`config.mk`:
```
export PLATFORM = sky130hd
export DESIGN_NAME = rgb_to_hsv_unit
export DESIGN_NICKNAME = d
export VERILOG_FILES = /design/src/sv/rgbhsv_pkg.sv /design/src/sv/rgbhsv_div.sv /design/src/sv/rgb_to_hsv_unit.sv
export SDC_FILE = /design/constraint.sdc
export NUM_CORES = 1
export LEC_CHECK = 0
export BUFFER_PORTS_ARGS = -buffer_cell sky130_fd_sc_hd__clkbuf_2
export CAP_MARGIN = 5
export CORE_MARGIN = 10
export CORE_UTILIZATION = 48
export DETAILED_ROUTE_END_ITERATION = 7
export GPL_TIMING_DRIVEN = 0
export SYNTH_ARGS = -nofsm -noshare
export SYNTH_HDL_FRONTEND = slang
export SYNTH_SLANG_ARGS = --single-unit
```
`constraint.sdc`:
```
create_clock -name clk -period 11.9 [get_ports clk]
set_input_delay 1.785 -clock clk [delete_from_list [all_inputs] [get_ports clk]]
set_output_delay 1.785 -clock clk [all_outputs]
set_load 0.01 [all_outputs]
```
`src/sv/rgbhsv_pkg.sv`:
```
// Shared constants and types for the RGB to HSV conversion pipeline.
package rgbhsv_pkg;

  // Default width of one color component
  localparam int COMPONENT_BITS = 8;

  // Hue scale: 1/64 degree units, one sixth of the circle and the full circle
  localparam int HUE_W     = 15;
  localparam int HUE_SIXTH = 3840;
  localparam int HUE_FULL  = 23040;

  // Hue quotient never exceeds one sixth, so it fits in this many bits
  localparam int HUE_QUO_W = 12;

  // Which component is the largest (ties go to red, then green)
  typedef enum logic [1:0] {
    SEC_RED,
    SEC_GREEN,
    SEC_BLUE
  } sector_t;

endpackage

```
`src/sv/rgbhsv_div.sv`:
```
// Fully pipelined restoring divider, one quotient bit per register stage.
module rgbhsv_div #(
  parameter int DEN_W = rgbhsv_pkg::COMPONENT_BITS,
  parameter int QUO_W = rgbhsv_pkg::HUE_QUO_W
) (
  input  logic                   clk,
  input  logic [DEN_W+QUO_W-1:0] num,
  input  logic [DEN_W-1:0]       den,
  output logic [QUO_W-1:0]       quo
);

  localparam int WORK_W = DEN_W + QUO_W;

  // Upper DEN_W bits hold the partial remainder, lower bits hold the
  // dividend bits still to come, with quotient bits shifted in behind them.
  // The caller guarantees num >> QUO_W < den, so the quotient fits.
  logic [WORK_W-1:0] work [QUO_W+1];
  logic [DEN_W-1:0]  dv   [QUO_W+1];

  assign work[0] = num;
  assign dv[0]   = den;

  for (genvar s = 0; s < QUO_W; s++) begin : g_step
    logic [DEN_W:0] trial;
    logic [DEN_W:0] diff;
    logic           take;

    // Trial subtract of the divisor from the shifted remainder
    always_comb begin
      trial = work[s][WORK_W-1:QUO_W-1];
      diff  = trial - {1'b0, dv[s]};
      take  = (trial >= {1'b0, dv[s]});
    end

    always_ff @(posedge clk) begin
      if (take) begin
        work[s+1] <= {diff[DEN_W-1:0], work[s][QUO_W-2:0], 1'b1};
      end else begin
        work[s+1] <= {trial[DEN_W-1:0], work[s][QUO_W-2:0], 1'b0};
      end
      dv[s+1] <= dv[s];
    end
  end

  assign quo = work[QUO_W][QUO_W-1:0];

endmodule

```
`src/sv/rgb_to_hsv_unit.sv`:
```
// Top level: pipelined RGB to HSV pixel conversion.
//
//   channel  | signals                        | handshake
//   ---------+--------------------------------+------------------------------
//   pixel in | red, green, blue               | start high and busy low
//   hsv out  | hue, saturation, value         | done high for one cycle
//
// The pipeline has two stages that find max, min and the dividends, one
// stage per quotient bit in the two dividers, and one stage that forms hue
// and saturation. A pixel may enter every cycle; busy is never raised.
// Reset clears the valid bits only; results in flight are dropped. The
// receiver cannot stall, so nothing ever holds the pipeline.
module rgb_to_hsv_unit #(
  parameter int COMPONENT_BITS = rgbhsv_pkg::COMPONENT_BITS
) (
  input  logic                            clk,
  input  logic                            rst,
  input  logic                            start,
  output logic                            busy,
  input  logic [COMPONENT_BITS-1:0]       red,
  input  logic [COMPONENT_BITS-1:0]       green,
  input  logic [COMPONENT_BITS-1:0]       blue,
  output logic                            done,
  output logic [rgbhsv_pkg::HUE_W-1:0]    hue,
  output logic [COMPONENT_BITS-1:0]       saturation,
  output logic [COMPONENT_BITS-1:0]       value
);

  localparam int W       = COMPONENT_BITS;
  localparam int QH      = rgbhsv_pkg::HUE_QUO_W;
  localparam int Q       = (W > QH) ? W : QH;
  localparam int HNUM_W  = Q + W;
  localparam int SNUM_W  = Q + W + 1;
  localparam int LATENCY = Q + 3;

  // Per-beat control that rides alongside the dividers
  typedef struct packed {
    logic                valid;
    rgbhsv_pkg::sector_t sector;
    logic                neg;
    logic                gray;
    logic                black;
    logic [W-1:0]        hi;
  } side_t;

  assign busy = 1'b0;

  // ---------------- stage A: max, min, sector, signed difference
  logic                a_valid;
  rgbhsv_pkg::sector_t a_sector;
  logic                a_neg;
  logic [W-1:0]        a_mag;
  logic [W-1:0]        a_hi;
  logic [W-1:0]        a_range;

  rgbhsv_pkg::sector_t sector_next;
  logic [W-1:0]        hi_next;
  logic [W-1:0]        lo_next;
  logic [W-1:0]        dx;
  logic [W-1:0]        dy;

  always_comb begin
    if (red >= green && red >= blue) begin
      sector_next = rgbhsv_pkg::SEC_RED;
      hi_next     = red;
      dx          = green;
      dy          = blue;
    end else if (green >= blue) begin
      sector_next = rgbhsv_pkg::SEC_GREEN;
      hi_next     = green;
      dx          = blue;
      dy          = red;
    end else begin
      sector_next = rgbhsv_pkg::SEC_BLUE;
      hi_next     = blue;
      dx          = red;
      dy          = green;
    end
    lo_next = red;
    if (green < lo_next) lo_next = green;
    if (blue < lo_next) lo_next = blue;
  end

  always_ff @(posedge clk) begin
    if (rst) begin
      a_valid <= 1'b0;
    end else begin
      a_valid <= start && !busy;
    end
    a_sector <= sector_next;
    a_neg    <= (dx < dy);
    a_mag    <= (dx < dy) ? (dy - dx) : (dx - dy);
    a_hi     <= hi_next;
    a_range  <= hi_next - lo_next;
  end

  // ---------------- stage B: dividends and divisors
  logic [HNUM_W-1:0] b_hue_num;
  logic [SNUM_W-1:0] b_sat_num;
  logic [W-1:0]      b_range;
  logic [W:0]        b_hi2;
  side_t             side_in;
  side_t             side_pipe [Q+1];

  always_ff @(posedge clk) begin
    b_hue_num <= HNUM_W'(a_mag) * HNUM_W'(rgbhsv_pkg::HUE_SIXTH);
    // 2*FULL*range + hi, with FULL = 2^W - 1
    b_sat_num <= (SNUM_W'(a_range) << (W + 1)) - (SNUM_W'(a_range) << 1)
               + SNUM_W'(a_hi);
    b_range   <= a_range;
    b_hi2     <= {a_hi, 1'b0};
  end

  // Side-band beat entering the control line
  always_comb begin
    side_in.valid  = a_valid;
    side_in.sector = a_sector;
    side_in.neg    = a_neg;
    side_in.gray   = (a_range == '0);
    side_in.black  = (a_hi == '0);
    side_in.hi     = a_hi;
  end

  // ---------------- divider stages
  logic [Q-1:0] hue_quo;
  logic [Q-1:0] sat_quo;

  rgbhsv_div #(.DEN_W(W), .QUO_W(Q)) u_hue_div (
    .clk (clk),
    .num (b_hue_num),
    .den (b_range),
    .quo (hue_quo)
  );

  rgbhsv_div #(.DEN_W(W + 1), .QUO_W(Q)) u_sat_div (
    .clk (clk),
    .num (b_sat_num),
    .den (b_hi2),
    .quo (sat_quo)
  );

  // Control shift line matched to the divider depth
  always_ff @(posedge clk) begin
    if (rst) begin
      for (int i = 0; i <= Q; i++) begin
        side_pipe[i].valid <= 1'b0;
      end
    end else begin
      side_pipe[0] <= side_in;
      for (int i = 1; i <= Q; i++) begin
        side_pipe[i] <= side_pipe[i-1];
      end
    end
  end

  // ---------------- output stage: sector base, sign and wrap
  side_t               side_out;
  logic [QH-1:0]       hq;
  logic [16:0]         base;
  logic signed [16:0]  hsum;

  assign side_out = side_pipe[Q];
  assign hq       = hue_quo[QH-1:0];

  always_comb begin
    case (side_out.sector)
      rgbhsv_pkg::SEC_RED:   base = 17'd0;
      rgbhsv_pkg::SEC_GREEN: base = 17'(2 * rgbhsv_pkg::HUE_SIXTH);
      rgbhsv_pkg::SEC_BLUE:  base = 17'(4 * rgbhsv_pkg::HUE_SIXTH);
      default:               base = 17'd0;
    endcase
    if (side_out.neg) begin
      hsum = $signed(base - 17'(hq));
    end else begin
      hsum = $signed(base + 17'(hq));
    end
    if (hsum < 0) begin
      hsum = hsum + $signed(17'(rgbhsv_pkg::HUE_FULL));
    end
    if (side_out.gray) begin
      hsum = '0;
    end
  end

  always_ff @(posedge clk) begin
    if (rst) begin
      done <= 1'b0;
    end else begin
      done <= side_out.valid;
    end
    hue        <= hsum[rgbhsv_pkg::HUE_W-1:0];
    saturation <= side_out.black ? '0 : sat_quo[W-1:0];
    value      <= side_out.hi;
  end

  // ---------------- assertions
  a_latency_hit: assert property (@(posedge clk) disable iff (rst)
    start |-> ##LATENCY done)
    else $error("accepted pixel did not come out after the pipeline latency");

  a_latency_miss: assert property (@(posedge clk) disable iff (rst)
    !start |-> ##LATENCY !done)
    else $error("result beat without a matching accepted pixel");

  a_hue_range: assert property (@(posedge clk) disable iff (rst)
    done |-> (hue < rgbhsv_pkg::HUE_W'(rgbhsv_pkg::HUE_FULL)))
    else $error("hue beyond full circle");

  a_gray_hue: assert property (@(posedge clk) disable iff (rst)
    (done && saturation == '0) |-> (hue == '0))
    else $error("unsaturated pixel with nonzero hue");

endmodule
```
Word level (Yosys, flattened, before mapping)
Memories as Yosys holds them, arrays and structs flattened.
Cells that the tools add are included.
- memories kept: 1
- register bits: 754
- bits in writable memories: 182
- input bits: 27
- logic and storage cells: 194
- output and inout bits: 33
- memories (name ; words ; width ; read ports ; clocked after memory_dff ; wr ports ; line ; RTL):
    side_pipe ; 13 ; 14 ; 13 ; 0 ; 13 ; rgb_to_hsv_unit.sv:103 ; side_t side_pipe [Q+1];
- $mul: 1
- reductions and logical operators: 3
- order comparisons: 31
- bitwise gates (word level): 13
- add/subtract/negate cells: 30
- muxes and demuxes: 53
- eq/ne operators: 2
- operators with widths (cell ; count):
    21-bit 2-to-1 mux ; 11
    20-bit 2-to-1 mux ; 11
    10-bit by 9-bit greater-or-equal comparator with 1-bit output ; 12
    8-bit subtractor ; 14
    9-bit by 8-bit greater-or-equal comparator with 1-bit output ; 12
    9-bit subtractor ; 11
    8-bit 2-to-1 mux ; 9
    14-bit case mux with 2 select lines ; 1
    8-bit greater-or-equal comparator ; 3
    8-bit < comparator ; 3
    18-bit by 9-bit adder with 19-bit output ; 1
    1-bit 2-to-1 mux ; 18
    17-bit by 9-bit subtractor with 18-bit output ; 1
    17-bit by 1-bit < comparator with 1-bit output (second input constant) ; 1
    17-bit 2-to-1 mux ; 1
    8-bit logical NOT ; 2
    14-bit by 12-bit adder with 15-bit output ; 1
    15-bit adder (second input constant) ; 1
    15-bit 2-to-1 mux ; 1
    14-bit by 12-bit subtractor with 15-bit output ; 1
    1-bit bitwise OR ; 13
    8-bit by 4-bit multiplier with 12-bit output (second input constant) ; 1
    2-bit by 1-bit equality test with 1-bit output (second input constant) ; 1
    2-bit equality test (second input constant) ; 1
    2 further kinds ; 2

Longest topological paths before layout
An unclocked memory read counts as a cell.
- depth after elaboration: 7
- mapped depth: 24
- depth with buffers taken out: 23

Hierarchy
From an unflattened synthesis, not the netlist that was laid out.
- cell total of the unflattened synthesis: 3156
- area total of the unflattened synthesis: 36786.5 um^2
- modules (own cells, without submodules) (module ; area an instance (um^2) ; sequential area each (um^2) ; times used ; cells each):
    rgbhsv_div (u_sat_div) ; 12826.1 ; 6846.6 ; 1 ; 1136
    rgb_to_hsv_unit ; 12015.3 ; 7457.2 ; 1 ; 913
    rgbhsv_div (u_hue_div) ; 11945.2 ; 6406.1 ; 1 ; 1107

Worst setup path before layout
No wires, ideal clock.
- path type: in2reg
- start: input red[2]
- end: register a_mag[7]
- stages: 23
- path buffers: 4
- data arrival time: 6198 ps
- library setup time: 123 ps
- slack: 5578 ps
- cell sequence: inv_1 -> ha_1 -> o21ai_0 -> a21oi_1 -> o21ai_0 -> nand2b_1 -> clkbuf_1 -> a21boi_1 -> clkbuf_1 -> clkbuf_1 -> nor2_1 -> a21o_1 -> ha_1 -> fa_1 -> nor2b_1 -> o211ai_1 -> a32o_1 -> clkbuf_1 -> mux2_1 -> a311o_1 -> o21ai_1 -> o21bai_1 -> xor2_1
- longest elaborated chain between the ends: 5
- elaborated cells on any way between the ends: 11
- classes of those cells: 2 x add/sub; 3 x order compare; 5 x mux; 1 x reduce/logical
- RTL lines (item ; line ; RTL):
    from (decl) ; rgb_to_hsv_unit.sv:20 ; input logic [COMPONENT_BITS-1:0] red,
    8-bit greater-or-equal comparator ; rgb_to_hsv_unit.sv:63 ; if (red >= green && red >= blue) begin
    1-bit logical AND ; rgb_to_hsv_unit.sv:63 ;
    8-bit 2-to-1 mux ; rgb_to_hsv_unit.sv:63 ;
    8-bit subtractor or 8-bit < comparator (tied branches) ; rgb_to_hsv_unit.sv:92 ; a_mag <= (dx < dy) ? (dy - dx) : (dx - dy);
    8-bit 2-to-1 mux * ; rgb_to_hsv_unit.sv:92 ;
    to (signal assigned) ; rgb_to_hsv_unit.sv:92 ;
    to (decl) ; rgb_to_hsv_unit.sv:52 ; logic [W-1:0] a_mag;
Mark *: on every way between the ends. The rest lies on a longest branch, timed or not.
A chain may end at the register's enable or synchronous reset.

Worst setup path in the final report
- start: input red[2]
- end: register a_mag[6]
The elaborated chain is that of the path after synthesis.

==> key figures <==
Layout
  • Layout fillers: 5,593
  • Diode count: 0
  • Most common cell after layout, fill and taps aside: dfxtp_1
  • Net count, final: 3,293
  • Fraction of layout cells with a size suffix above 1: 9.98%
  • Area delta synth->final: 13.3%
  • Commonest cells after routing, fill and taps aside: 657 x dfxtp_1, 312 x inv_1, 280 x ha_1

Route
  • WL/cell: 14.0 microns
  • Drt pass-1 iters: 5
  • DRC viols: 0
  • Final WL: 54.2 mm
  • Starting DRC count in detailed routing: 755
  • Routed vias: 19,100
  • Vias per inst: 4.94
  • Post-DRT Antenna Nets: 0

CTS
  • Post-CTS Resized: 0
  • Clock Latency Late Sink: 0.61 ns
  • Number of buffers created by CTS: 84
  • Clock root buffer: clkbuf_16
  • Worst-path clk slew: 0.06 ns
  • Clock buffer depth: 3
  • Number of setup buffers added after CTS: 0
  • Hold Buf Count CTS: 0
  • Clk sinks: 826
  • CTS tree: yes
  • H-tree depth: 3

GRT
  • Vias in the first global route: 19,800
  • Initial antenna violation count: 0
  • GR Overflow Total: 0
  • Total GRT Usage: 14.0%
  • Largest net degree at the start of global routing: 144
  • First-pass GRT wire length: 92.3 mm

Timing
  • FMAX: 151 MHz
  • Slew @ Worst Pin: 0.766 ns
  • Period utilisation layout: 55.6%
  • Final min period: 6.62 ns
  • Unrepaired setup endpoints after global routing: no
  • Setup violations, final: 0
  • Fin. Hold Viols: 0
  • Slew headroom: 48.9%
  • Clock Skews: 0.0173 ns
  • Final setup TNS: 0 ns
  • Slew Limit Fails: 0

Critical path
  • Worst Path Required: 12.40 ns
  • Crit-path max FO: 10
  • Critical Path AT: 7.12 ns
  • CP Capture Type: flop
  • Startpoint types: primary input
  • Critical path type: primary input to flop

Floorplan
  • Initial Util: 48.7%
  • Die area: 78,000 sq um
  • Core footprint: 66,200 sq um
  • Die Y: 279 microns
  • Num rows: 94
  • I/O pin total: 60
  • Die X: 279 microns

Logic synthesis
  • Synth unique cells: 64
  • Synth top area share: 40.8%
  • Number of flops mapped to enable cells by yosys: 169
  • Top FF cell, synth: dfxtp_1
  • Area of the mapped netlist: 32,300 sq um
  • Synthesis warning total: 0
  • Synth area leaders: dfxtp_1 41%, edfxtp_1 16%, ha_1 11%
  • Sequential fraction of the synthesis area: 56.5%
  • Syn Inst Count: 2,799
  • Avg Synthesized Cell Area: 11.5 sq um
  • FFs w/ async S/R, synth: 0%
  • Seq cells post-synth: 826
  • Synth area leader: dfxtp_1

Status
  • Status: completed

Place
  • Final Wtd Congestion: 0.866
  • IO buf count: 58
  • Dpl hpwl: 40.1 mm

Power
  • VDD IR max: 0.000163 V
  • Leakage: 16.1 nW
  • Pwr Density: 339 nW/um^2
  • Pwr Total: 12.4 mW

Min path
  • Hold WC Path Type: flop to flop

Flow run
  • Max_cap viols: 0
## synth_stat cells, drive strengths merged (40+ instances only)
cell type,instances
dfxtp,657
inv,313
ha,280
nor2,203
a21oi,178
edfxtp,169
xnor2,113
o21ai,104
nor2b,101
mux2,80
a21o,76
nand2,62
nand2b,46
fa,40
## area by class of cell
class	count	area, sq um	area share [%]
Clock inverter	32	350	0.958
Buffer	33	129	0.353
Sequential cell	826	18200	49.9
Inverter	313	1180	3.23
Tap cell	864	1080	2.96
Clock buffer	124	2530	6.91
Multi-Input combinational cell	1629	12700	34.9
Timing Repair Buffer	59	318	0.869
## cell families (layout without fill, tap and decap cells)
family	Yosys count	count (layout)	synth area share, %
other cells	1	3	0.0116
simple gates	544	544	8.39
mux	118	118	3.97
xor+xnor	151	151	4.10
compound gates	493	493	9.65
fa+ha+maj	320	320	13.3
flops	826	826	56.5
buf+inv	346	561	4.04
## critical path: stages
cell and delay [ns]:
clkbuf_2 0.15, inv_1 0.07, ha_1 0.31, o21ai_0 0.23
a21oi_1 0.08, o21ai_0 0.16, nand2b_1 0.07, clkbuf_1 0.27
a21boi_1 0.31, clkbuf_1 0.37, clkbuf_1 0.41, nor2_1 0.13
a21o_1 0.18, ha_1 0.22, fa_1 0.39, nor2b_1 0.12
o211ai_1 0.09, a32o_1 0.28, clkbuf_1 0.27, mux2_1 0.41
a221oi_1 0.38, o21ai_1 0.11, a21bo_1 0.21, xnor2_1 0.11
## worst paths after layout
check,startpoint,endpoint,slack [ns],cells after the start
max,red[2],a_mag[6]$_DFF_P_,5.28,24
min,u_hue_div.work[125]$_DFF_P_,u_hue_div.work[106]$_DFF_P_,0.31,0
max reg2reg,a_range[2]$_DFF_P_,b_sat_num[16]$_DFF_P_,8.65,11
min reg2reg,u_hue_div.work[125]$_DFF_P_,u_hue_div.work[106]$_DFF_P_,0.31,0
## per-layer routing
metal	share of wire (%)	GRT usage [%]
met1	42	15.5
met2	52	26.3
met3	3.6	2.62
met4	2.6	5.13
met5	0	0
## through the flow
stage | area, sq um | cells | worst slack (ns) | hold slack (ns) | util, %
floorplan | 32300 | 2801 | 5.58 | 0.310 | -
global placement | 33600 | 3723 | 4.49 | 0.310 | 50.8
detailed placement | 33700 | 3724 | 4.72 | 0.312 | 50.9
CTS | 36600 | 3880 | 5.36 | 0.314 | 55.2
global route | 36600 | 3880 | 4.77 | 0.324 | 55.2
finish | 36600 | 3880 | 5.28 | 0.311 | 55.2
## registers in the layout (all words and copies together), names as in the netlist, 12 cells and up
register,count
u_sat_div.g_step.trial,110
b_hue_num,12
hue,15
side_pipe,182
u_hue_div.dv,88
u_sat_div.dv,77
u_sat_div.work,83
u_hue_div.work,69
u_hue_div.g_step.trial,91
u_hue_div.quo,12
b_sat_num,19
## power by group
part	leakage (nW)	total, mW	switching [mW]	internal (mW)
clock network	1.42	2.63	1.04	1.59
registers	7.19	4.49	0.513	3.98
logic	7.54	5.26	2.68	2.58
(Power assumes the default switching activity.)
